**config.mk**
```make
export PLATFORM = sky130hd
export DESIGN_NAME = maximal_repeat_lcp_stack
export DESIGN_NICKNAME = d
export VERILOG_FILES = /design/src/sv/mrl_pkg.sv /design/src/sv/maximal_repeat_lcp_stack.sv /design/src/sv/mrl_fifo.sv /design/src/sv/mrl_front.sv /design/src/sv/mrl_engine.sv
export SDC_FILE = /design/constraint.sdc
export NUM_CORES = 2
export LEC_CHECK = 0
export ABC_CLOCK_PERIOD_IN_PS = 7600
export BUFFER_PORTS_ARGS = -buffer_cell sky130_fd_sc_hd__clkbuf_2
export CAP_MARGIN = 0
export CELL_PAD_IN_SITES_DETAIL_PLACEMENT = 1
export CELL_PAD_IN_SITES_GLOBAL_PLACEMENT = 2
export CORE_MARGIN = 5
export CORE_UTILIZATION = 38
export CTS_CLUSTER_DIAMETER = 200
export DETAILED_ROUTE_END_ITERATION = 8
export HOLD_SLACK_MARGIN = 0.12
export PLACE_DENSITY_LB_ADDON = 0.1
export SYNTH_ARGS = -nofsm -noshare
export SYNTH_HDL_FRONTEND = slang
export SYNTH_HIERARCHICAL = 1
export SYNTH_SLANG_ARGS = --single-unit
```
**constraint.sdc**
```tcl
create_clock -name clk_i -period 7.6 [get_ports clk_i]
set_input_delay 2.28 -clock clk_i [delete_from_list [all_inputs] [get_ports clk_i]]
set_output_delay 2.28 -clock clk_i [all_outputs]
set_load 0.005 [all_outputs]
```
**src/sv/mrl_pkg.sv**
```systemverilog
// Shared types, constants and helper functions for the maximal repeat
// LCP interval stack. No dependencies; every other file but mrl_fifo imports it.
package mrl_pkg;

  localparam int LenW            = 20;
  localparam int StackDepthDef   = 64;
  localparam int IndexBitsDef    = 20;
  localparam int SymbolBitsDef   = 16;
  localparam int MaxResults      = 64;
  localparam int ResCntW         = 7;
  localparam int FifoDepth       = 2;
  localparam int CfgAddrW        = 3;
  localparam int CfgDataW        = 32;

  localparam logic [LenW-1:0] MinLenReset  = LenW'(1);
  localparam logic [0:0]      RegMinLength = 1'b0;

  typedef struct packed {
    logic            start_new;
    logic [LenW-1:0] lcp_value;
    logic [15:0]     pred_symbol;
  } in_item_t;

  typedef struct packed {
    logic [LenW-1:0] repeat_length;
    logic [LenW-1:0] interval_start;
    logic [LenW-1:0] interval_end;
    logic            last_of_run;
    logic            overflowed;
  } result_t;

  // Two preceding symbols combine to the first if it is nonzero and both
  // agree, otherwise the interval is left-diverse (zero).
  function automatic logic [31:0] common_sym(logic [31:0] a, logic [31:0] b);
    return ((a == 32'd0) || (a != b)) ? 32'd0 : a;
  endfunction

endpackage

```
**src/sv/maximal_repeat_lcp_stack.sv**
```systemverilog
// Top level of the maximal repeat finder over a streamed LCP array.
// Instantiates mrl_front, mrl_fifo and mrl_engine; uses mrl_pkg.
//
// Usage: suffix-array entries enter on the input queue port (push/full,
// in_item_i), one transaction per entry in suffix-array order. An entry
// with start_new set opens a new array and clears the interval stack.
// Each reported maximal repeat leaves as one transaction on the result
// queue port (empty/pop, out_item_o); last_of_run marks the final repeat
// caused by an entry, and entries that close no left-diverse interval
// produce nothing. min_length is written over the APB port at byte
// address 0 while the block is idle; reads return it.
// Sequencing: the stack engine takes a command in its idle state; for
// each popped interval it compares in the pop state and then reads the
// new top from the stack memory in the load state (skipped when the stack
// empties), and it closes the pop run in the pop state. A start_new entry
// is taken in the idle state alone.
// A result is held until the next pop or the end of the pop run decides
// its last_of_run bit.
// Reset empties both queues and the stack and clears the overflow flag;
// no clearing pass is needed. When the receiver stalls, the result queue
// fills, the engine waits, and the command queue then raises full.
module maximal_repeat_lcp_stack
  import mrl_pkg::*;
#(
  parameter int STACK_DEPTH = StackDepthDef,
  parameter int INDEX_BITS  = IndexBitsDef,
  parameter int SYMBOL_BITS = SymbolBitsDef
) (
  input  logic                clk_i,
  input  logic                rst_ni,
  input  logic                push,
  output logic                full,
  input  in_item_t            in_item_i,
  output logic                empty,
  input  logic                pop,
  output result_t             out_item_o,
  input  logic                psel,
  input  logic                penable,
  input  logic                pwrite,
  input  logic [CfgAddrW-1:0] paddr,
  input  logic [CfgDataW-1:0] pwdata,
  output logic [CfgDataW-1:0] prdata,
  output logic                pready
);

  // Command word: start flag, lcp, combined symbol, left bound, end index.
  localparam int CmdW = 1 + LenW + SYMBOL_BITS + 2 * INDEX_BITS;
  localparam int ResW = $bits(result_t);

  logic [LenW-1:0] min_len_q;
  logic            cfg_wr;

  logic            cmd_push, cmd_full, cmd_pop, cmd_empty;
  logic [CmdW-1:0] cmd_in, cmd_out;
  logic            res_push, res_full;
  result_t         res_in;
  logic [ResW-1:0] res_out;

  // The configuration port never waits.
  assign pready = 1'b1;
  assign cfg_wr = psel && penable && pwrite;
  assign prdata = (paddr[CfgAddrW-1:2] == RegMinLength) ? CfgDataW'(min_len_q) : '0;

  always_ff @(posedge clk_i or negedge rst_ni) begin
    if (!rst_ni) begin
      min_len_q <= MinLenReset;
    end else if (cfg_wr && (paddr[CfgAddrW-1:2] == RegMinLength)) begin
      min_len_q <= pwdata[LenW-1:0];
    end
  end

  // Front end: classifies each entry and tracks the running index.
  mrl_front #(
    .INDEX_BITS  (INDEX_BITS),
    .SYMBOL_BITS (SYMBOL_BITS),
    .CMD_W       (CmdW)
  ) u_front (
    .clk_i      (clk_i),
    .rst_ni     (rst_ni),
    .push_i     (push),
    .cmd_full_i (cmd_full),
    .item_i     (in_item_i),
    .cmd_push_o (cmd_push),
    .cmd_o      (cmd_in)
  );

  assign full = cmd_full;

  // Command queue decouples the front end from the stack engine.
  mrl_fifo #(
    .WIDTH (CmdW),
    .DEPTH (FifoDepth)
  ) u_cmd_q (
    .clk_i   (clk_i),
    .rst_ni  (rst_ni),
    .push_i  (cmd_push),
    .full_o  (cmd_full),
    .data_i  (cmd_in),
    .pop_i   (cmd_pop),
    .empty_o (cmd_empty),
    .data_o  (cmd_out)
  );

  mrl_engine #(
    .STACK_DEPTH (STACK_DEPTH),
    .INDEX_BITS  (INDEX_BITS),
    .SYMBOL_BITS (SYMBOL_BITS),
    .CMD_W       (CmdW)
  ) u_engine (
    .clk_i       (clk_i),
    .rst_ni      (rst_ni),
    .min_len_i   (min_len_q),
    .cmd_empty_i (cmd_empty),
    .cmd_i       (cmd_out),
    .cmd_pop_o   (cmd_pop),
    .res_full_i  (res_full),
    .res_push_o  (res_push),
    .res_o       (res_in)
  );

  // Result queue lets the engine run on while the receiver stalls.
  mrl_fifo #(
    .WIDTH (ResW),
    .DEPTH (FifoDepth)
  ) u_res_q (
    .clk_i   (clk_i),
    .rst_ni  (rst_ni),
    .push_i  (res_push),
    .full_o  (res_full),
    .data_i  (res_in),
    .pop_i   (pop),
    .empty_o (empty),
    .data_o  (res_out)
  );

  assign out_item_o = result_t'(res_out);

endmodule

```
**src/sv/mrl_fifo.sv**
```systemverilog
// Small first-in first-out queue of fixed-width words.
// Depends on nothing but its parameters.
module mrl_fifo #(
  parameter int WIDTH = 8,
  parameter int DEPTH = 2
) (
  input  logic             clk_i,
  input  logic             rst_ni,
  input  logic             push_i,
  output logic             full_o,
  input  logic [WIDTH-1:0] data_i,
  input  logic             pop_i,
  output logic             empty_o,
  output logic [WIDTH-1:0] data_o
);

  localparam int PtrW = (DEPTH > 1) ? $clog2(DEPTH) : 1;
  localparam int CntW = $clog2(DEPTH + 1);

  logic [WIDTH-1:0] mem_q [DEPTH];
  logic [PtrW-1:0]  wptr_q, wptr_d, rptr_q, rptr_d;
  logic [CntW-1:0]  cnt_q, cnt_d;
  logic             push_ok, pop_ok;

  assign full_o  = (cnt_q == CntW'(DEPTH));
  assign empty_o = (cnt_q == '0);
  assign push_ok = push_i && !full_o;
  assign pop_ok  = pop_i && !empty_o;
  assign data_o  = mem_q[rptr_q];

  always_comb begin
    wptr_d = wptr_q;
    rptr_d = rptr_q;
    cnt_d  = cnt_q;
    if (push_ok) begin
      wptr_d = (wptr_q == PtrW'(DEPTH - 1)) ? '0 : wptr_q + PtrW'(1);
    end
    if (pop_ok) begin
      rptr_d = (rptr_q == PtrW'(DEPTH - 1)) ? '0 : rptr_q + PtrW'(1);
    end
    if (push_ok && !pop_ok) begin
      cnt_d = cnt_q + CntW'(1);
    end else if (pop_ok && !push_ok) begin
      cnt_d = cnt_q - CntW'(1);
    end
  end

  always_ff @(posedge clk_i or negedge rst_ni) begin
    if (!rst_ni) begin
      wptr_q <= '0;
      rptr_q <= '0;
      cnt_q  <= '0;
    end else begin
      wptr_q <= wptr_d;
      rptr_q <= rptr_d;
      cnt_q  <= cnt_d;
    end
  end

  always_ff @(posedge clk_i) begin
    if (push_ok) begin
      mem_q[wptr_q] <= data_i;
    end
  end

endmodule

```
**src/sv/mrl_front.sv**
```systemverilog
// Front end: accepts input items, tracks the entry index and previous
// symbol, and forms a command word for the stack engine. Uses mrl_pkg.
module mrl_front
  import mrl_pkg::*;
#(
  parameter int INDEX_BITS  = IndexBitsDef,
  parameter int SYMBOL_BITS = SymbolBitsDef,
  parameter int CMD_W       = 1 + LenW + SYMBOL_BITS + 2 * INDEX_BITS
) (
  input  logic             clk_i,
  input  logic             rst_ni,
  input  logic             push_i,
  input  logic             cmd_full_i,
  input  in_item_t         item_i,
  output logic             cmd_push_o,
  output logic [CMD_W-1:0] cmd_o
);

  logic [INDEX_BITS-1:0]  idx_q, idx_d;
  logic [SYMBOL_BITS-1:0] prev_q, prev_d;
  logic [SYMBOL_BITS-1:0] sym, bwt;
  logic [INDEX_BITS-1:0]  lb, endi;
  logic                   accept;

  assign accept     = push_i && !cmd_full_i;
  assign cmd_push_o = accept;
  assign sym        = SYMBOL_BITS'(item_i.pred_symbol);

  always_comb begin
    idx_d  = idx_q;
    prev_d = prev_q;
    if (item_i.start_new) begin
      // A new suffix array opens its root interval at index zero.
      lb   = '0;
      endi = '0;
      bwt  = sym;
    end else begin
      lb   = idx_q;
      endi = idx_q + INDEX_BITS'(1);
      bwt  = SYMBOL_BITS'(common_sym(32'(prev_q), 32'(sym)));
    end
    if (accept) begin
      idx_d  = endi;
      prev_d = sym;
    end
  end

  assign cmd_o = {item_i.start_new, item_i.lcp_value, bwt, lb, endi};

  always_ff @(posedge clk_i or negedge rst_ni) begin
    if (!rst_ni) begin
      idx_q  <= '0;
      prev_q <= '0;
    end else begin
      idx_q  <= idx_d;
      prev_q <= prev_d;
    end
  end

endmodule

```
**src/sv/mrl_engine.sv**
```systemverilog
// Back end: the interval stack sequencer with its stack memory, producing
// results into the output queue. Uses mrl_pkg.
module mrl_engine
  import mrl_pkg::*;
#(
  parameter int STACK_DEPTH = StackDepthDef,
  parameter int INDEX_BITS  = IndexBitsDef,
  parameter int SYMBOL_BITS = SymbolBitsDef,
  parameter int CMD_W       = 1 + LenW + SYMBOL_BITS + 2 * INDEX_BITS
) (
  input  logic             clk_i,
  input  logic             rst_ni,
  input  logic [LenW-1:0]  min_len_i,
  input  logic             cmd_empty_i,
  input  logic [CMD_W-1:0] cmd_i,
  output logic             cmd_pop_o,
  input  logic             res_full_i,
  output logic             res_push_o,
  output result_t          res_o
);

  localparam int CntW  = $clog2(STACK_DEPTH + 1);
  localparam int AddrW = $clog2(STACK_DEPTH);

  typedef struct packed {
    logic [LenW-1:0]        lcp;
    logic [INDEX_BITS-1:0]  lb;
    logic [SYMBOL_BITS-1:0] sym;
  } entry_t;

  typedef enum logic [2:0] {
    StIdle = 3'b001,
    StPop  = 3'b010,
    StLoad = 3'b100
  } state_e;

  state_e                 state_q, state_d;
  logic [CntW-1:0]        cnt_q, cnt_d;
  logic                   ovf_q, ovf_d;
  logic                   pend_q, pend_d;
  logic [ResCntW-1:0]     nres_q, nres_d;
  entry_t                 top_q, top_d;
  logic [LenW-1:0]        lcp_q, lcp_d;
  logic [INDEX_BITS-1:0]  endi_q, endi_d;
  logic [INDEX_BITS-1:0]  lb_q, lb_d;
  logic [SYMBOL_BITS-1:0] bwt_q, bwt_d;
  logic [SYMBOL_BITS-1:0] tsym_q, tsym_d;
  logic [LenW-1:0]        plen_q, plen_d;
  logic [LenW-1:0]        pstart_q, pstart_d;

  entry_t                 stack_mem_q [STACK_DEPTH];
  entry_t                 rd_q;
  logic                   rd_en, wr_en;
  logic [CntW-1:0]        rd_cnt, wr_cnt;
  entry_t                 wr_data;

  logic                   c_start;
  logic [LenW-1:0]        c_lcp;
  logic [SYMBOL_BITS-1:0] c_bwt;
  logic [INDEX_BITS-1:0]  c_lb, c_endi;
  logic                   do_pop, emit, res_last;

  assign {c_start, c_lcp, c_bwt, c_lb, c_endi} = cmd_i;
  assign rd_cnt = cnt_q - CntW'(2);
  assign wr_cnt = cnt_q - CntW'(1);
  assign do_pop = (cnt_q != '0) && (top_q.lcp > lcp_q);
  assign emit   = (top_q.sym == '0) && (top_q.lcp >= min_len_i)
                  && (nres_q < ResCntW'(MaxResults));

  assign res_o.repeat_length  = plen_q;
  assign res_o.interval_start = pstart_q;
  assign res_o.interval_end   = LenW'(endi_q);
  assign res_o.last_of_run    = res_last;
  assign res_o.overflowed     = ovf_q;

  always_comb begin
    state_d    = state_q;
    cnt_d      = cnt_q;
    ovf_d      = ovf_q;
    pend_d     = pend_q;
    nres_d     = nres_q;
    top_d      = top_q;
    lcp_d      = lcp_q;
    endi_d     = endi_q;
    lb_d       = lb_q;
    bwt_d      = bwt_q;
    tsym_d     = tsym_q;
    plen_d     = plen_q;
    pstart_d   = pstart_q;
    cmd_pop_o  = 1'b0;
    res_push_o = 1'b0;
    res_last   = 1'b0;
    rd_en      = 1'b0;
    wr_en      = 1'b0;
    wr_data    = top_q;
    case (state_q)
      StIdle: begin
        if (!cmd_empty_i) begin
          cmd_pop_o = 1'b1;
          lcp_d     = c_lcp;
          endi_d    = c_endi;
          if (c_start) begin
            cnt_d = CntW'(1);
            top_d = '{lcp: c_lcp, lb: '0, sym: c_bwt};
          end else begin
            lb_d    = c_lb;
            bwt_d   = c_bwt;
            nres_d  = '0;
            state_d = StPop;
          end
        end
      end
      StPop: begin
        if (do_pop) begin
          if (!(emit && pend_q && res_full_i)) begin
            if (emit) begin
              res_push_o = pend_q;
              pend_d     = 1'b1;
              plen_d     = top_q.lcp;
              pstart_d   = LenW'(top_q.lb);
              nres_d     = nres_q + ResCntW'(1);
            end
            lb_d   = top_q.lb;
            bwt_d  = SYMBOL_BITS'(common_sym(32'(top_q.sym), 32'(bwt_q)));
            tsym_d = top_q.sym;
            cnt_d  = cnt_q - CntW'(1);
            if (cnt_q >= CntW'(2)) begin
              rd_en   = 1'b1;
              state_d = StLoad;
            end
          end
        end else if (!(pend_q && res_full_i)) begin
          // End of the pop run: the held result is the last of this item.
          res_push_o = pend_q;
          res_last   = 1'b1;
          pend_d     = 1'b0;
          state_d    = StIdle;
          if ((cnt_q != '0) && (top_q.lcp == lcp_q)) begin
            top_d.sym = SYMBOL_BITS'(common_sym(32'(top_q.sym), 32'(bwt_q)));
          end else if (cnt_q == CntW'(STACK_DEPTH)) begin
            ovf_d = 1'b1;
          end else begin
            wr_en = (cnt_q != '0);
            top_d = '{lcp: lcp_q, lb: lb_q, sym: bwt_q};
            cnt_d = cnt_q + CntW'(1);
          end
        end
      end
      StLoad: begin
        top_d     = rd_q;
        top_d.sym = SYMBOL_BITS'(common_sym(32'(tsym_q), 32'(rd_q.sym)));
        state_d   = StPop;
      end
      default: begin
        state_d = StIdle;
      end
    endcase
  end

  always_ff @(posedge clk_i or negedge rst_ni) begin
    if (!rst_ni) begin
      state_q <= StIdle;
      cnt_q   <= '0;
      ovf_q   <= 1'b0;
      pend_q  <= 1'b0;
      nres_q  <= '0;
    end else begin
      state_q <= state_d;
      cnt_q   <= cnt_d;
      ovf_q   <= ovf_d;
      pend_q  <= pend_d;
      nres_q  <= nres_d;
    end
  end

  always_ff @(posedge clk_i) begin
    top_q    <= top_d;
    lcp_q    <= lcp_d;
    endi_q   <= endi_d;
    lb_q     <= lb_d;
    bwt_q    <= bwt_d;
    tsym_q   <= tsym_d;
    plen_q   <= plen_d;
    pstart_q <= pstart_d;
  end

  // Entries below the cached top live in this memory.
  always_ff @(posedge clk_i) begin
    if (wr_en) begin
      stack_mem_q[wr_cnt[AddrW-1:0]] <= wr_data;
    end
    if (rd_en) begin
      rd_q <= stack_mem_q[rd_cnt[AddrW-1:0]];
    end
  end

endmodule

```
==> results.toml <==
[die]
die_area_mm2 = 0.439
initial_core_util = 0.382
io_pins = 176
coreArea_mm2 = 0.424
die_x_um = 663
rows = 239
die_h_um = 663

[sta]
final.setup.tns_ns = 0
setup_ws_ns = 1.76
finalHoldWorstSlack_ns = 0.440
final_hold_viol_count = 0
drv_slew = 0
worst_slew_pin_slew_ns = 1.13
finClkSkew_ns = 0.0367
rsz0062_at_grt = "false"
fin_crit_ns = 5.84
max_freq_mhz = 171
setup_viol = 0
max-slew-margin-rel = 0.248
fin_crit_sh = 0.769

[routing]
viasPerCell = 5.70
routedWlPerCell_um = 35.3
drtPass1Iterations = 6
num_vias = 77145
route.detailed.drc = 0
routed_wl_um = 478000
dr.first_iter.drc_count = 8819
ant_nets = 0

[yosys]
synth.area.top_cells = "edfxtp_1, mux4_2, dfrtp_1, mux2_4, nand2_1"
synth_cell_type_count = 69
synth-edff-count = 4106
synth.most_common_cell = "edfxtp_1"
ys_seq_area_frac = 0.774
postSynthCellCount = 6986
netlist_top_cells_count = "edfxtp_1, mux4_2, nand2_1"
syn_avg_cell_area_um2 = 23.2
synth_top_area_frac = 0.761
yosysTopAreaCell = "edfxtp_1"
ys_async_sr_fraction = 0.0198
netlist_area_mm2 = 0.162
ys.flop_type = "edfxtp_1"
synth.ff_latch_count = 4189
yosysWarnings = 6

[run_status]
status = "finished, final reports clean"

[place]
place_area_mm2 = 0.171
place_hpwl_um = 258000
place_inst = 12696
io_buffers = 148
gp_routability_congestion = 0.737
pre_cts_slack_ns = 1.75

[clock_network]
clk_path_buf_depth = 4
cts_tree = "yes"
clock_sinks = 4189
holdBufCountCts = 0
cts_setup_buffers = 0
clkTransAtPathRegs_ns = 0.06
postCtsResizedCells = 0
cts_buffers = 451
cts-root-buf = "clkbuf_16"
clock_latency_ns = 0.98
htreeDepth = 5

[power]
vdd_ir_drop_max_mv = 0.342
leakage_uw = 0.0584
p_per_area_mw_per_mm2 = 380

[grt]
grt_util_met2 = 0.342
grt_first_pass_wirelength_um = 661000
met3_usage = 0.0360
grt_pass1_vias = 80231
antenna_found_initial = 40
grt.overflow.total = 0
met1_usage = 0.313
grt_usage = 0.214
grt_max_degree = 130
grt_busiest_layer = "met2"

[worst_hold_path]
hold_path.class = "reg -> reg"
min_from = "u_engine/endi_q[6]"

[critical_path]
cp_max_fo = 14
critical_path.max_stage_delay_ns = 0.99
crit_slowest_cell = "nor4_1"
crit_family = "simple AND/OR/NAND/NOR gates"
startpoint_type = "register"
required_ns = 8.22
path_buf_inv = 2
criticalPathCategory = "reg -> reg"
crit_path_end_kind = "register"
r2r_start = "u_engine/top_q[51]"
cp_cell_sequence = "ha_1, nand4_1, nor4_1, a21oi_1, and2_1, buf_4, nor4b_2, nand2_1, nor2_4, buf_4"
critical_path.startpoint = "u_engine/top_q[51]"
crit_top_cell = "buf_4"
crit_arrival_ns = 6.47

[final_layout]
fin_nets = 7615
fin_area_mm2 = 0.186
final_cells = 13533
area_growth_pct = 14.6
drive_above_1_share = 0.317

[run]
maxCapViolCount = 0
==> layout by cell type, fill, tap and decap left out, types with 53 or more instances in the layout <==
| cell type | synthesis | layout |
|---|---|---|
| mux2_4 | 99 | 99 |
| clkbuf_16 | 0 | 454 |
| nor2_1 | 121 | 53 |
| clkbuf_2 | 3 | 146 |
| edfxtp_1 | 4106 | 4106 |
| dfrtp_1 | 81 | 77 |
| nand2_1 | 325 | 323 |
| a21oi_1 | 57 | 56 |
| clkbuf_1 | 186 | 80 |
| inv_1 | 54 | 54 |
| nor2_4 | 0 | 68 |
| clkinv_2 | 0 | 90 |
| clkinv_1 | 0 | 114 |
| mux2_2 | 64 | 64 |
| buf_4 | 38 | 226 |
| mux4_2 | 1162 | 1162 |
==> through the flow <==
stage | total power (uW) | util
CTS | 71600 | 0.437
finish | 70600 | 0.438
global route | 73600 | 0.437
detailed placement | 49900 | 0.403
floorplan | 42200 | -
global placement | 49500 | 0.403
==> worst paths after layout <==
kind / to / slack (ns) / depth (start not counted)
worst max-delay path: u_engine/stack_mem_q[8][42] / 1.76 / 10
worst min-delay path: u_res_q/mem_q[0][8] / 0.44 / 0
worst max register to register: u_engine/stack_mem_q[8][42] / 1.76 / 10
worst min register to register: u_res_q/mem_q[0][8] / 0.44 / 0
max in group asynchronous: u_cmd_q/rptr_q / 5.00 / 2
min in group asynchronous: min_len_q[3] / 1.33 / 1
==> layout make-up <==
| class | count | area, um2 |
|---|---|---|
| timing repair buffer | 420 | 3370 |
| multi-input combinational | 2370 | 35100 |
| sequential | 4189 | 125000 |
| antenna | 13 | 32.5 |
| fill | 38299 | 239000 |
| clock buffer | 534 | 11700 |
| tap | 5663 | 7090 |
| inverter | 54 | 203 |
| clock inverter | 290 | 2780 |
==> routing by layer <==
metal,vias to the layer above,share of wire
li1,30506,-
met1,43544,0.44
met2,2546,0.48
met3,541,0.068
met4,8,0.018
met5,-,0.00010
==> power breakdown <==
group | switching [uW] | total [uW] | internal (uW)
sequential | 602 | 30000 | 29400
combinational | 11800 | 19000 | 7230
clock | 9100 | 21600 | 12500
total | 21500 | 70600 | 49100
==> logic make-up (layout without fill, tap and decap cells) <==
logic type	count (synthesis)	count (layout)	share of synthesized area
adders and majority gates	50	50	0.00386
DFF	4189	4189	0.774
xor gates and xnor gates	82	82	0.00443
and+or+nand+nor	681	681	0.0200
buffers and inverters	438	1298	0.0132
AOI/OAI and AO/OA	203	203	0.00816
other	2	26	0.0000464
muxes	1341	1341	0.176
==> sequential cells by signal, indices dropped and copies added, names as in the netlist, 56 cells and up <==
| register | count |
|---|---|
| u_engine/stack_mem_q | 3584 |
| u_cmd_q/mem_q | 154 |
| u_res_q/mem_q | 124 |
| u_engine/rd_q | 56 |
| u_engine/top_q | 56 |
No activity file was read; power rests on OpenSTA's default activity.
